File: config.mk
export PLATFORM = sky130hd
export DESIGN_NAME = hrrn_job_scheduler_top
export DESIGN_NICKNAME = d
export VERILOG_FILES = /design/src/hrrn_pkg.sv /design/src/hrrn_div.sv /design/src/hrrn_slot_mem.sv /design/src/hrrn_job_scheduler_top.sv
export VERILOG_INCLUDE_DIRS = /design/src /design/src/src
export SDC_FILE = /design/constraint.sdc
export NUM_CORES = 1
export LEC_CHECK = 0
export BUFFER_PORTS_ARGS = -buffer_cell sky130_fd_sc_hd__buf_4
export CAP_MARGIN = 40
export CORE_UTILIZATION = 50
export DETAILED_ROUTE_END_ITERATION = 12
export GPL_TIMING_DRIVEN = 0
export HOLD_SLACK_MARGIN = 0.15
export PLACE_DENSITY = 0.74
export SETUP_SLACK_MARGIN = 0.1
export SYNTH_ARGS = -nofsm -noshare
export SYNTH_HDL_FRONTEND = slang
export SYNTH_SLANG_ARGS = --single-unit
File: constraint.sdc
create_clock -name clk_i -period 7.5 [get_ports clk_i]
set_clock_uncertainty 0.05 [all_clocks]
set_input_delay 0.75 -clock clk_i [delete_from_list [all_inputs] [get_ports clk_i]]
set_output_delay 0.75 -clock clk_i [all_outputs]
set_load 0.005 [all_outputs]
File: src/hrrn_job_scheduler_top_defines.svh
// Assertion helpers shared by the scheduler RTL.
// Both macros sample on clk_i and are disabled while rst_ni is low.
`ifndef HRRN_JOB_SCHEDULER_TOP_DEFINES_SVH
`define HRRN_JOB_SCHEDULER_TOP_DEFINES_SVH

`ifndef SYNTHESIS

`define HRRN_ASSERT(lbl, prop, msg) \
  lbl: assert property (@(posedge clk_i) disable iff (!rst_ni) (prop)) else $error(msg);

`define HRRN_ASSERT_NEXT(lbl, pre, post, msg) \
  lbl: assert property (@(posedge clk_i) disable iff (!rst_ni) (pre) |=> (post)) \
    else $error(msg);

`else

`define HRRN_ASSERT(lbl, prop, msg)

`define HRRN_ASSERT_NEXT(lbl, pre, post, msg)

`endif

`endif

File: src/hrrn_pkg.sv
`timescale 1ns / 1ps
`default_nettype none

package hrrn_pkg;

  localparam int unsigned SLOTS_DEF = 4;
  localparam int unsigned TIME_W    = 32;
  localparam int unsigned BURST_W   = 16;
  localparam int unsigned SLOT_IN_W = 2;

  // Input word modes
  localparam logic MODE_TICK   = 1'b0;
  localparam logic MODE_ARRIVE = 1'b1;

  typedef struct packed {
    logic               start;
    logic [TIME_W-1:0]  dividend;
    logic [BURST_W-1:0] divisor;
  } div_req_t;

  typedef struct packed {
    logic              busy;
    logic              done;
    logic [TIME_W-1:0] quotient;
  } div_rsp_t;

endpackage

`default_nettype wire

File: src/hrrn_div.sv
`timescale 1ns / 1ps
`default_nettype none

// Restoring divider, one quotient bit per cycle.
module hrrn_div (
  input  wire logic              clk_i,
  input  wire logic              rst_ni,
  input  wire hrrn_pkg::div_req_t req_i,
  output hrrn_pkg::div_rsp_t      rsp_o
);

  localparam int unsigned TW    = hrrn_pkg::TIME_W;
  localparam int unsigned BW    = hrrn_pkg::BURST_W;
  localparam int unsigned CNT_W = $clog2(TW);

  logic             busy_q;
  logic             done_q;
  logic [CNT_W-1:0] cnt_q;
  logic [TW-1:0]    quo_q;
  logic [BW-1:0]    rem_q;
  logic [BW-1:0]    dvs_q;

  logic [BW:0]   trial;
  logic [BW:0]   diff;
  logic          fits;
  logic [BW-1:0] rem_d;

  always_comb begin
    trial = {rem_q, quo_q[TW-1]};
    diff  = trial - {1'b0, dvs_q};
    fits  = (trial >= {1'b0, dvs_q});
    rem_d = fits ? diff[BW-1:0] : trial[BW-1:0];
  end

  always_ff @(posedge clk_i or negedge rst_ni) begin
    if (!rst_ni) begin
      busy_q <= 1'b0;
      done_q <= 1'b0;
      cnt_q  <= '0;
    end else begin
      done_q <= 1'b0;
      if (req_i.start) begin
        busy_q <= 1'b1;
        cnt_q  <= CNT_W'(TW - 1);
      end else if (busy_q) begin
        cnt_q <= cnt_q - 1'b1;
        if (cnt_q == '0) begin
          busy_q <= 1'b0;
          done_q <= 1'b1;
        end
      end
    end
  end

  // Datapath: load operands, then shift one bit per cycle
  always_ff @(posedge clk_i) begin
    if (req_i.start) begin
      quo_q <= req_i.dividend;
      rem_q <= '0;
      dvs_q <= req_i.divisor;
    end else if (busy_q) begin
      quo_q <= {quo_q[TW-2:0], fits};
      rem_q <= rem_d;
    end
  end

  assign rsp_o.busy     = busy_q;
  assign rsp_o.done     = done_q;
  assign rsp_o.quotient = quo_q;

endmodule

`default_nettype wire

File: src/hrrn_slot_mem.sv
`timescale 1ns / 1ps
`default_nettype none

// Per-slot burst and arrival store: one write port, one registered read port.
module hrrn_slot_mem #(
  parameter int unsigned SLOTS = hrrn_pkg::SLOTS_DEF
) (
  input  wire logic                          clk_i,
  input  wire logic                          we_i,
  input  wire logic [$clog2(SLOTS)-1:0]      waddr_i,
  input  wire logic [hrrn_pkg::BURST_W-1:0]  wburst_i,
  input  wire logic [hrrn_pkg::TIME_W-1:0]   warrival_i,
  input  wire logic [$clog2(SLOTS)-1:0]      raddr_i,
  output logic      [hrrn_pkg::BURST_W-1:0]  rburst_o,
  output logic      [hrrn_pkg::TIME_W-1:0]   rarrival_o
);

  localparam int unsigned EW = hrrn_pkg::BURST_W + hrrn_pkg::TIME_W;

  logic [EW-1:0] mem_q [SLOTS];
  logic [EW-1:0] rd_q;

  always_ff @(posedge clk_i) begin
    if (we_i) begin
      mem_q[waddr_i] <= {wburst_i, warrival_i};
    end
  end

  always_ff @(posedge clk_i) begin
    rd_q <= mem_q[raddr_i];
  end

  assign rburst_o   = rd_q[EW-1:hrrn_pkg::TIME_W];
  assign rarrival_o = rd_q[hrrn_pkg::TIME_W-1:0];

endmodule

`default_nettype wire

File: src/hrrn_job_scheduler_top.sv
`timescale 1ns / 1ps
`default_nettype none
// Sequence: an accepted word goes through ST_CHECK straight to ST_EMIT when no selection is
//   needed (a job runs or no slot waits); a selection visits ST_READ for every slot and, for
//   each waiting slot, a table read, a divider load and a full divide before ST_PICK.
// Throughput: one word at a time, with each divide done by the shared one-bit-per-cycle
//   divider; a new word is taken while the last result waits.
// Reset: rst_ni asynchronous, active low; clears time, run state and waiting flags.

`include "hrrn_job_scheduler_top_defines.svh"

module hrrn_job_scheduler_top #(
  parameter int unsigned SLOTS = hrrn_pkg::SLOTS_DEF
) (
  input  wire logic                            clk_i,
  input  wire logic                            rst_ni,
  // input channel
  input  wire logic                            in_valid_i,
  output logic                                 in_ready_o,
  input  wire logic                            mode_i,
  input  wire logic [hrrn_pkg::SLOT_IN_W-1:0]  slot_i,
  input  wire logic [hrrn_pkg::BURST_W-1:0]    burst_length_i,
  // result channel
  output logic                                 out_valid_o,
  input  wire logic                            out_ready_i,
  output logic                                 busy_res_o,
  output logic      [hrrn_pkg::SLOT_IN_W-1:0]  running_slot_o,
  output logic                                 done_res_o,
  output logic      [hrrn_pkg::TIME_W-1:0]     finish_time_o,
  output logic                                 rejected_o
);

  localparam int unsigned TW = hrrn_pkg::TIME_W;
  localparam int unsigned BW = hrrn_pkg::BURST_W;
  localparam int unsigned SW = hrrn_pkg::SLOT_IN_W;
  localparam int unsigned IW = $clog2(SLOTS);
  // common width for moving between the port slot field and the slot index
  localparam int unsigned XW = (IW > SW) ? IW : SW;

  typedef enum logic [2:0] {
    ST_IDLE,      // wait for an input word
    ST_CHECK,     // decide whether a selection is needed
    ST_READ,      // read the table entry of the scanned slot
    ST_DIV_START, // load the divider with wait and burst
    ST_DIV_WAIT,  // wait for the ratio, then compare against the best
    ST_PICK,      // start the winning job
    ST_EMIT       // hand the result to the output register
  } state_e;

  state_e state_q;

  // Scheduler state
  logic [TW-1:0]    now_q;
  logic             run_active_q;
  logic [IW-1:0]    run_slot_q;
  logic [BW-1:0]    run_left_q;
  logic [SLOTS-1:0] waiting_q;

  // Per-word result bookkeeping
  logic             done_q;
  logic [IW-1:0]    done_slot_q;
  logic [TW-1:0]    finish_q;
  logic             rej_q;

  // Selection scan
  logic [IW-1:0]    idx_q;
  logic             found_q;
  logic [IW-1:0]    best_q;
  logic [TW-1:0]    best_ratio_q;
  logic [BW-1:0]    best_burst_q;
  logic [BW-1:0]    cand_burst_q;

  // Output register
  logic             out_valid_q;
  logic             busy_out_q;
  logic [SW-1:0]    slot_out_q;
  logic             done_out_q;
  logic [TW-1:0]    finish_out_q;
  logic             rej_out_q;

  // Arrival decode
  logic             accept;
  logic [XW-1:0]    slot_x;
  logic [IW-1:0]    slot_idx;
  logic             slot_in_range;
  logic             slot_occupied;
  logic             arrive_rej;
  logic             mem_we;
  logic [BW-1:0]    burst_w;

  // Tick decode
  logic [TW-1:0]    now_inc;
  logic [BW-1:0]    left_dec;

  // Table read and divider
  logic [BW-1:0]    rd_burst;
  logic [TW-1:0]    rd_arrival;
  hrrn_pkg::div_req_t div_req;
  hrrn_pkg::div_rsp_t div_rsp;

  // Ratio compare
  logic [TW-1:0]    cand_ratio;
  logic             cand_better;

  // Result slot fields
  logic [IW-1:0]    res_slot;
  logic [XW-1:0]    res_slot_x;

  assign accept     = in_valid_i && in_ready_o;
  assign in_ready_o = (state_q == ST_IDLE);

  always_comb begin
    slot_x        = XW'(slot_i);
    slot_idx      = slot_x[IW-1:0];
    slot_in_range = (32'(slot_i) < SLOTS);
    slot_occupied = waiting_q[slot_idx] || (run_active_q && (run_slot_q == slot_idx));
    arrive_rej    = !slot_in_range || slot_occupied;
    // a zero burst counts as one tick
    burst_w       = (burst_length_i == '0) ? BW'(1) : burst_length_i;
    mem_we        = accept && (mode_i == hrrn_pkg::MODE_ARRIVE) && !arrive_rej;
    now_inc       = now_q + 1'b1;
    left_dec      = run_left_q - 1'b1;
  end

  hrrn_slot_mem #(
    .SLOTS (SLOTS)
  ) u_slot_mem (
    .clk_i      (clk_i),
    .we_i       (mem_we),
    .waddr_i    (slot_idx),
    .wburst_i   (burst_w),
    .warrival_i (now_q),
    .raddr_i    (idx_q),
    .rburst_o   (rd_burst),
    .rarrival_o (rd_arrival)
  );

  // Wait is taken modulo 2^32, so a wrapped clock still gives the right age
  always_comb begin
    div_req.start    = (state_q == ST_DIV_START);
    div_req.dividend = now_q - rd_arrival;
    div_req.divisor  = rd_burst;
  end

  hrrn_div u_div (
    .clk_i  (clk_i),
    .rst_ni (rst_ni),
    .req_i  (div_req),
    .rsp_o  (div_rsp)
  );

  // Ratio is 1 + quotient, wrapping to zero when the quotient is all ones.
  // Ties go to the longer burst; equal bursts keep the earlier (lower) slot.
  always_comb begin
    cand_ratio  = div_rsp.quotient + 1'b1;
    cand_better = !found_q || (cand_ratio > best_ratio_q) ||
                  ((cand_ratio == best_ratio_q) && (cand_burst_q > best_burst_q));
  end

  // On a finish the finished slot is reported, else the running one, else zero
  always_comb begin
    if (done_q) begin
      res_slot = done_slot_q;
    end else if (run_active_q) begin
      res_slot = run_slot_q;
    end else begin
      res_slot = '0;
    end
    res_slot_x = XW'(res_slot);
  end

  always_ff @(posedge clk_i or negedge rst_ni) begin
    if (!rst_ni) begin
      state_q      <= ST_IDLE;
      now_q        <= '0;
      run_active_q <= 1'b0;
      run_slot_q   <= '0;
      run_left_q   <= '0;
      waiting_q    <= '0;
      done_q       <= 1'b0;
      done_slot_q  <= '0;
      finish_q     <= '0;
      rej_q        <= 1'b0;
      idx_q        <= '0;
      found_q      <= 1'b0;
      best_q       <= '0;
      best_ratio_q <= '0;
      best_burst_q <= '0;
      cand_burst_q <= '0;
      out_valid_q  <= 1'b0;
      busy_out_q   <= 1'b0;
      slot_out_q   <= '0;
      done_out_q   <= 1'b0;
      finish_out_q <= '0;
      rej_out_q    <= 1'b0;
    end else begin
      // drop the result once it is taken; a new load below wins
      if (out_ready_i) begin
        out_valid_q <= 1'b0;
      end

      unique case (state_q)
        ST_IDLE: begin
          if (accept) begin
            done_q   <= 1'b0;
            finish_q <= '0;
            rej_q    <= 1'b0;
            if (mode_i == hrrn_pkg::MODE_ARRIVE) begin
              // occupied or out-of-range slot: flag it and change nothing
              rej_q <= arrive_rej;
              if (!arrive_rej) begin
                waiting_q[slot_idx] <= 1'b1;
              end
            end else begin
              // advance time and count down the running job
              now_q <= now_inc;
              if (run_active_q) begin
                run_left_q <= left_dec;
                if (left_dec == '0) begin
                  done_q       <= 1'b1;
                  done_slot_q  <= run_slot_q;
                  finish_q     <= now_inc;
                  run_active_q <= 1'b0;
                end
              end
            end
            state_q <= ST_CHECK;
          end
        end

        ST_CHECK: begin
          if (!run_active_q && (|waiting_q)) begin
            idx_q   <= '0;
            found_q <= 1'b0;
            state_q <= ST_READ;
          end else begin
            state_q <= ST_EMIT;
          end
        end

        ST_READ: begin
          // empty slots are skipped without touching the divider
          if (waiting_q[idx_q]) begin
            state_q <= ST_DIV_START;
          end else if (idx_q == IW'(SLOTS - 1)) begin
            state_q <= ST_PICK;
          end else begin
            idx_q <= idx_q + 1'b1;
          end
        end

        ST_DIV_START: begin
          cand_burst_q <= rd_burst;
          state_q      <= ST_DIV_WAIT;
        end

        ST_DIV_WAIT: begin
          if (div_rsp.done) begin
            if (cand_better) begin
              found_q      <= 1'b1;
              best_q       <= idx_q;
              best_ratio_q <= cand_ratio;
              best_burst_q <= cand_burst_q;
            end
            if (idx_q == IW'(SLOTS - 1)) begin
              state_q <= ST_PICK;
            end else begin
              idx_q   <= idx_q + 1'b1;
              state_q <= ST_READ;
            end
          end
        end

        ST_PICK: begin
          if (found_q) begin
            waiting_q[best_q] <= 1'b0;
            run_active_q      <= 1'b1;
            run_slot_q        <= best_q;
            run_left_q        <= best_burst_q;
          end
          state_q <= ST_EMIT;
        end

        ST_EMIT: begin
          // hold until the output register is free or being emptied
          if (!out_valid_q || out_ready_i) begin
            out_valid_q  <= 1'b1;
            busy_out_q   <= run_active_q;
            slot_out_q   <= res_slot_x[SW-1:0];
            done_out_q   <= done_q;
            finish_out_q <= finish_q;
            rej_out_q    <= rej_q;
            state_q      <= ST_IDLE;
          end
        end

        default: begin
          state_q <= ST_IDLE;
        end
      endcase
    end
  end

  assign out_valid_o    = out_valid_q;
  assign busy_res_o     = busy_out_q;
  assign running_slot_o = slot_out_q;
  assign done_res_o     = done_out_q;
  assign finish_time_o  = finish_out_q;
  assign rejected_o     = rej_out_q;

  `HRRN_ASSERT(a_run_not_waiting, run_active_q |-> !waiting_q[run_slot_q], "running slot still flagged waiting")
  `HRRN_ASSERT(a_div_start_idle, div_req.start |-> !div_rsp.busy, "divider restarted while busy")
  `HRRN_ASSERT_NEXT(a_pick_starts_job, (state_q == ST_PICK) && found_q, run_active_q, "selected job not started")
  `HRRN_ASSERT(a_done_not_rejected, out_valid_o && rejected_o |-> !done_res_o, "rejected arrival reports a finish")

endmodule

`default_nettype wire
==> flow_metrics.py <==
metrics = {
    "outcome": {
        "status": "completed",
    },
    "place": {
        "place_hpwl_microns": 37100,
        "portBuffers": 61,
        "gp_congestion": 0.930,
        "dpl_cell_area_sq_um": 25500,
        "place_ws_ns": 2.21,
    },
    "power": {
        "power_w": 0.00925,
        "ir_drop_mv": 0.222,
        "p_leak_nw": 11.1,
        "power-per-cell-area_nw_per_um2": 340,
    },
    "grt": {
        "antenna_found_initial": 0,
        "gr-total-overflow": 0,
        "grt_max_degree": 119,
        "grt_pass1_vias": 15700,
        "track_usage": 0.217,
        "grt_pass1_wl_microns": 83400,
    },
    "clock_tree": {
        "cts_buffers": 51,
        "worst_skew_pair.late_latency_ns": 0.58,
        "holdBufCountCts": 0,
        "cts.path.max_buffers": 3,
        "cts_htree_levels": 2,
        "clkTransAtPathRegs_ns": 0.06,
        "ctsResizeCount": 0,
        "post_cts_buffers": 0,
        "cts_tree": "built",
        "cts.sinks": 512,
        "cts-root-buf": "clkbuf_16",
    },
    "worst_setup_path": {
        "ff2ff_path_depth": 15,
        "arrival_ns": 5.69,
        "startpoint_type": "register",
        "path_max_fanout": 10,
        "crit_required_ns": 7.90,
        "crit_start": "u_div.quo_q[10]",
        "endpoint": "best_q[1]",
        "worstSetupEndpointType": "register",
        "reg2reg_slack_ns": 2.20,
        "r2r-start": "u_div.quo_q[10]",
        "critPathKind": "register to register",
        "reg2reg_to": "best_q[1]",
    },
    "synthesis": {
        "yosysWarnings": 0,
        "synthSimpleGateAreaFrac": 0.0975,
        "ys_ff_latch": 512,
        "synth_top_family_by_area": "simple AND/OR/NAND/NOR gates",
        "ys_seq_area_frac": 0.573,
        "yosysUniqueCellTypes": 77,
        "synth-adder-area-share": 0.0551,
        "syn-cell-area_sq_um": 23900,
        "synth-edff-count": 240,
        "async_reset_ff_frac": 0.406,
        "synthXorXnorAreaFrac": 0.0484,
        "synth-compound-area-share": 0.0932,
        "synthCells": 1973,
        "syn-num-nets": 2100,
        "synthFlopType": "edfxtp_1",
        "muxShareOfSynthArea": 0.0962,
        "syn_area_per_cell_sq_um": 12.1,
    },
    "worst_hold_path": {
        "hold_path.class": "input port to async pin",
    },
    "route": {
        "wire_per_inst_microns": 18.6,
        "first_pass_iters": 5,
        "via_per_inst": 5.69,
        "num_vias": 15700,
        "drc": 0,
        "drtIter0Drc": 1126,
        "drtAntennaViolNets": 0,
        "wl_microns": 51500,
    },
    "sta": {
        "setup_viol": 0,
        "hold_ws_ns": 0.108,
        "setup_tns_ns": 0,
        "period_share": 0.706,
        "min_period_ns": 5.30,
        "slew_violations": 0,
        "rsz0062_at_grt": "no",
        "tightest_slew_ns": 0.971,
        "max_slew_margin": 0.346,
        "setup_ws_ns": 2.20,
        "finalHoldViolCount": 0,
        "fmax_mhz": 189,
    },
    "floorplan": {
        "die_height_microns": 221,
        "rows": 79,
        "die_w_microns": 221,
        "die_area_sq_um": 48700,
        "boundaryPins": 62,
        "start_util": 0.510,
        "core_sq_um": 46900,
    },
    "cells_and_area": {
        "stdcell_area_sq_um": 27200,
        "fin_nets": 2246,
        "drive_above_1_share": 0.128,
        "n_antenna_cell": 0,
        "area_delta_synth_final_pct": 13.9,
    },
    "run": {
        "cap_viol_max_count": 0,
    },
}
## per-layer routing
metal / routed length [microns] / track usage / share of wire / vias up
li1: - / - / - / 7415
met1: 22900 / 0.302 / 0.44 / 7780
met2: 24500 / 0.354 / 0.47 / 443
met3: 2800 / 0.0307 / 0.054 / 110
met4: 1390 / 0.0687 / 0.027 / 0
met5: 0 / 0 / 0 / -
## area by class of cell
type,count,area (sq um)
Inverter,133,499
Multi-Input combinational cell,1238,9350
Clock buffer,64,1390
Clock inverter,32,355
Timing Repair Buffer,93,793
Tap cell,607,759
Buffer,90,369
Fill cell,3728,19700
Sequential cell,512,13700
## state kept, by name, indices dropped and copies added, names as in the netlist, 3 cells and up
name	cells
u_slot_mem.mem_q	192
cand_burst_q	16
run_left_q	16
finish_time_o	32
u_div.quo_q	32
u_div.dvs_q	16
state_q	3
finish_q	32
waiting_q	4
best_ratio_q	32
best_burst_q	16
u_div.rem_q	16
now_q	32
u_div.cnt_q	5
u_slot_mem.rd_q	48
## logic make-up after synthesis
logic type | after synthesis
DFF | 512
and+or+nand+nor | 495
AOI/OAI and AO/OA | 352
buffers and inverters | 223
muxes | 155
xor gates and xnor gates | 132
adders and majority gates | 104
## stage by stage
step / util / cells
after global placement: 0.536 / 2641
after detailed placement: 0.543 / 2673
final: 0.581 / 2769
after floorplan: - / 1973
after global routing: 0.581 / 2769
after CTS: 0.581 / 2769
## placed cells by master, fill, tap and decap left out, types with 21 or more instances in the layout
cell and n:
a21o_1 38, a21oi_1 94, and3_1 21, buf_4 74, clkbuf_1 80, clkbuf_16 52
dfrtp_1 208, dfxtp_1 64, edfxtp_1 240, ha_1 102, inv_1 131, mux2_1 87
mux4_2 50, nand2_1 209, nand3_1 46, nand4_1 30, nor2_1 78, nor3_1 31
o21ai_0 27, o21ai_1 70, xnor2_1 87, xor2_1 45
## cell usage after synthesis (all sizes together), types with 6 or more instances
cell type	number	area share
o211ai	9	0.0028
a21oi	94	0.020
nor2b	9	0.0024
a211oi	6	0.0019
or4	6	0.0022
mux2	90	0.043
mux4	50	0.047
nor4	17	0.0045
a21o	38	0.012
o21bai	6	0.0019
dfrtp	208	0.22
xnor2	87	0.032
o21ai	117	0.028
or3	7	0.0018
a31oi	12	0.0031
edfxtp	240	0.30
mux2i	15	0.0063
nand4	30	0.0079
o21a	10	0.0031
clkbuf	72	0.011
nor3	37	0.0082
nand2b	8	0.0021
dfxtp	64	0.054
ha	102	0.053
or2	10	0.0026
and3	21	0.0055
o31ai	9	0.0028
inv	133	0.021
xor2	45	0.016
nand3	46	0.0096
o22ai	6	0.0016
nand2	209	0.033
nor2	79	0.013
buf	18	0.0041
## worst min-delay path by stage
stage / endpoint / slack (ns) / depth (start not counted)
2_1_floorplan: u_div.dvs_q[0] / 0.36 / 0
3_3_place_gp: u_div.dvs_q[15] / 0.37 / 0
3_5_place_dp: u_div.dvs_q[15] / 0.37 / 0
4_1_cts: rej_q / 0.15 / 1
5_1_grt: rej_q / 0.17 / 1
6_report: rej_q / 0.11 / 1
## worst max-delay path: stages (launching register included)
cell	delay [ns]
edfxtp_1	0.44
and3_1	0.22
and3_1	0.23
and4_1	0.25
nand3_1	0.17
or2_2	0.37
nor3_1	0.21
xnor2_1	0.14
ha_1	0.31
nand4_1	0.14
nor4_1	0.51
o311ai_1	0.27
nor4bb_1	0.22
o21ai_1	0.53
clkbuf_1	0.70
mux2_1	0.41
## power by group
group | switching (W) | internal (W)
registers | 0.000396 | 0.00345
logic | 0.00158 | 0.00122
clock network | 0.00108 | 0.00153
No activity file was read; power rests on OpenSTA's default activity.
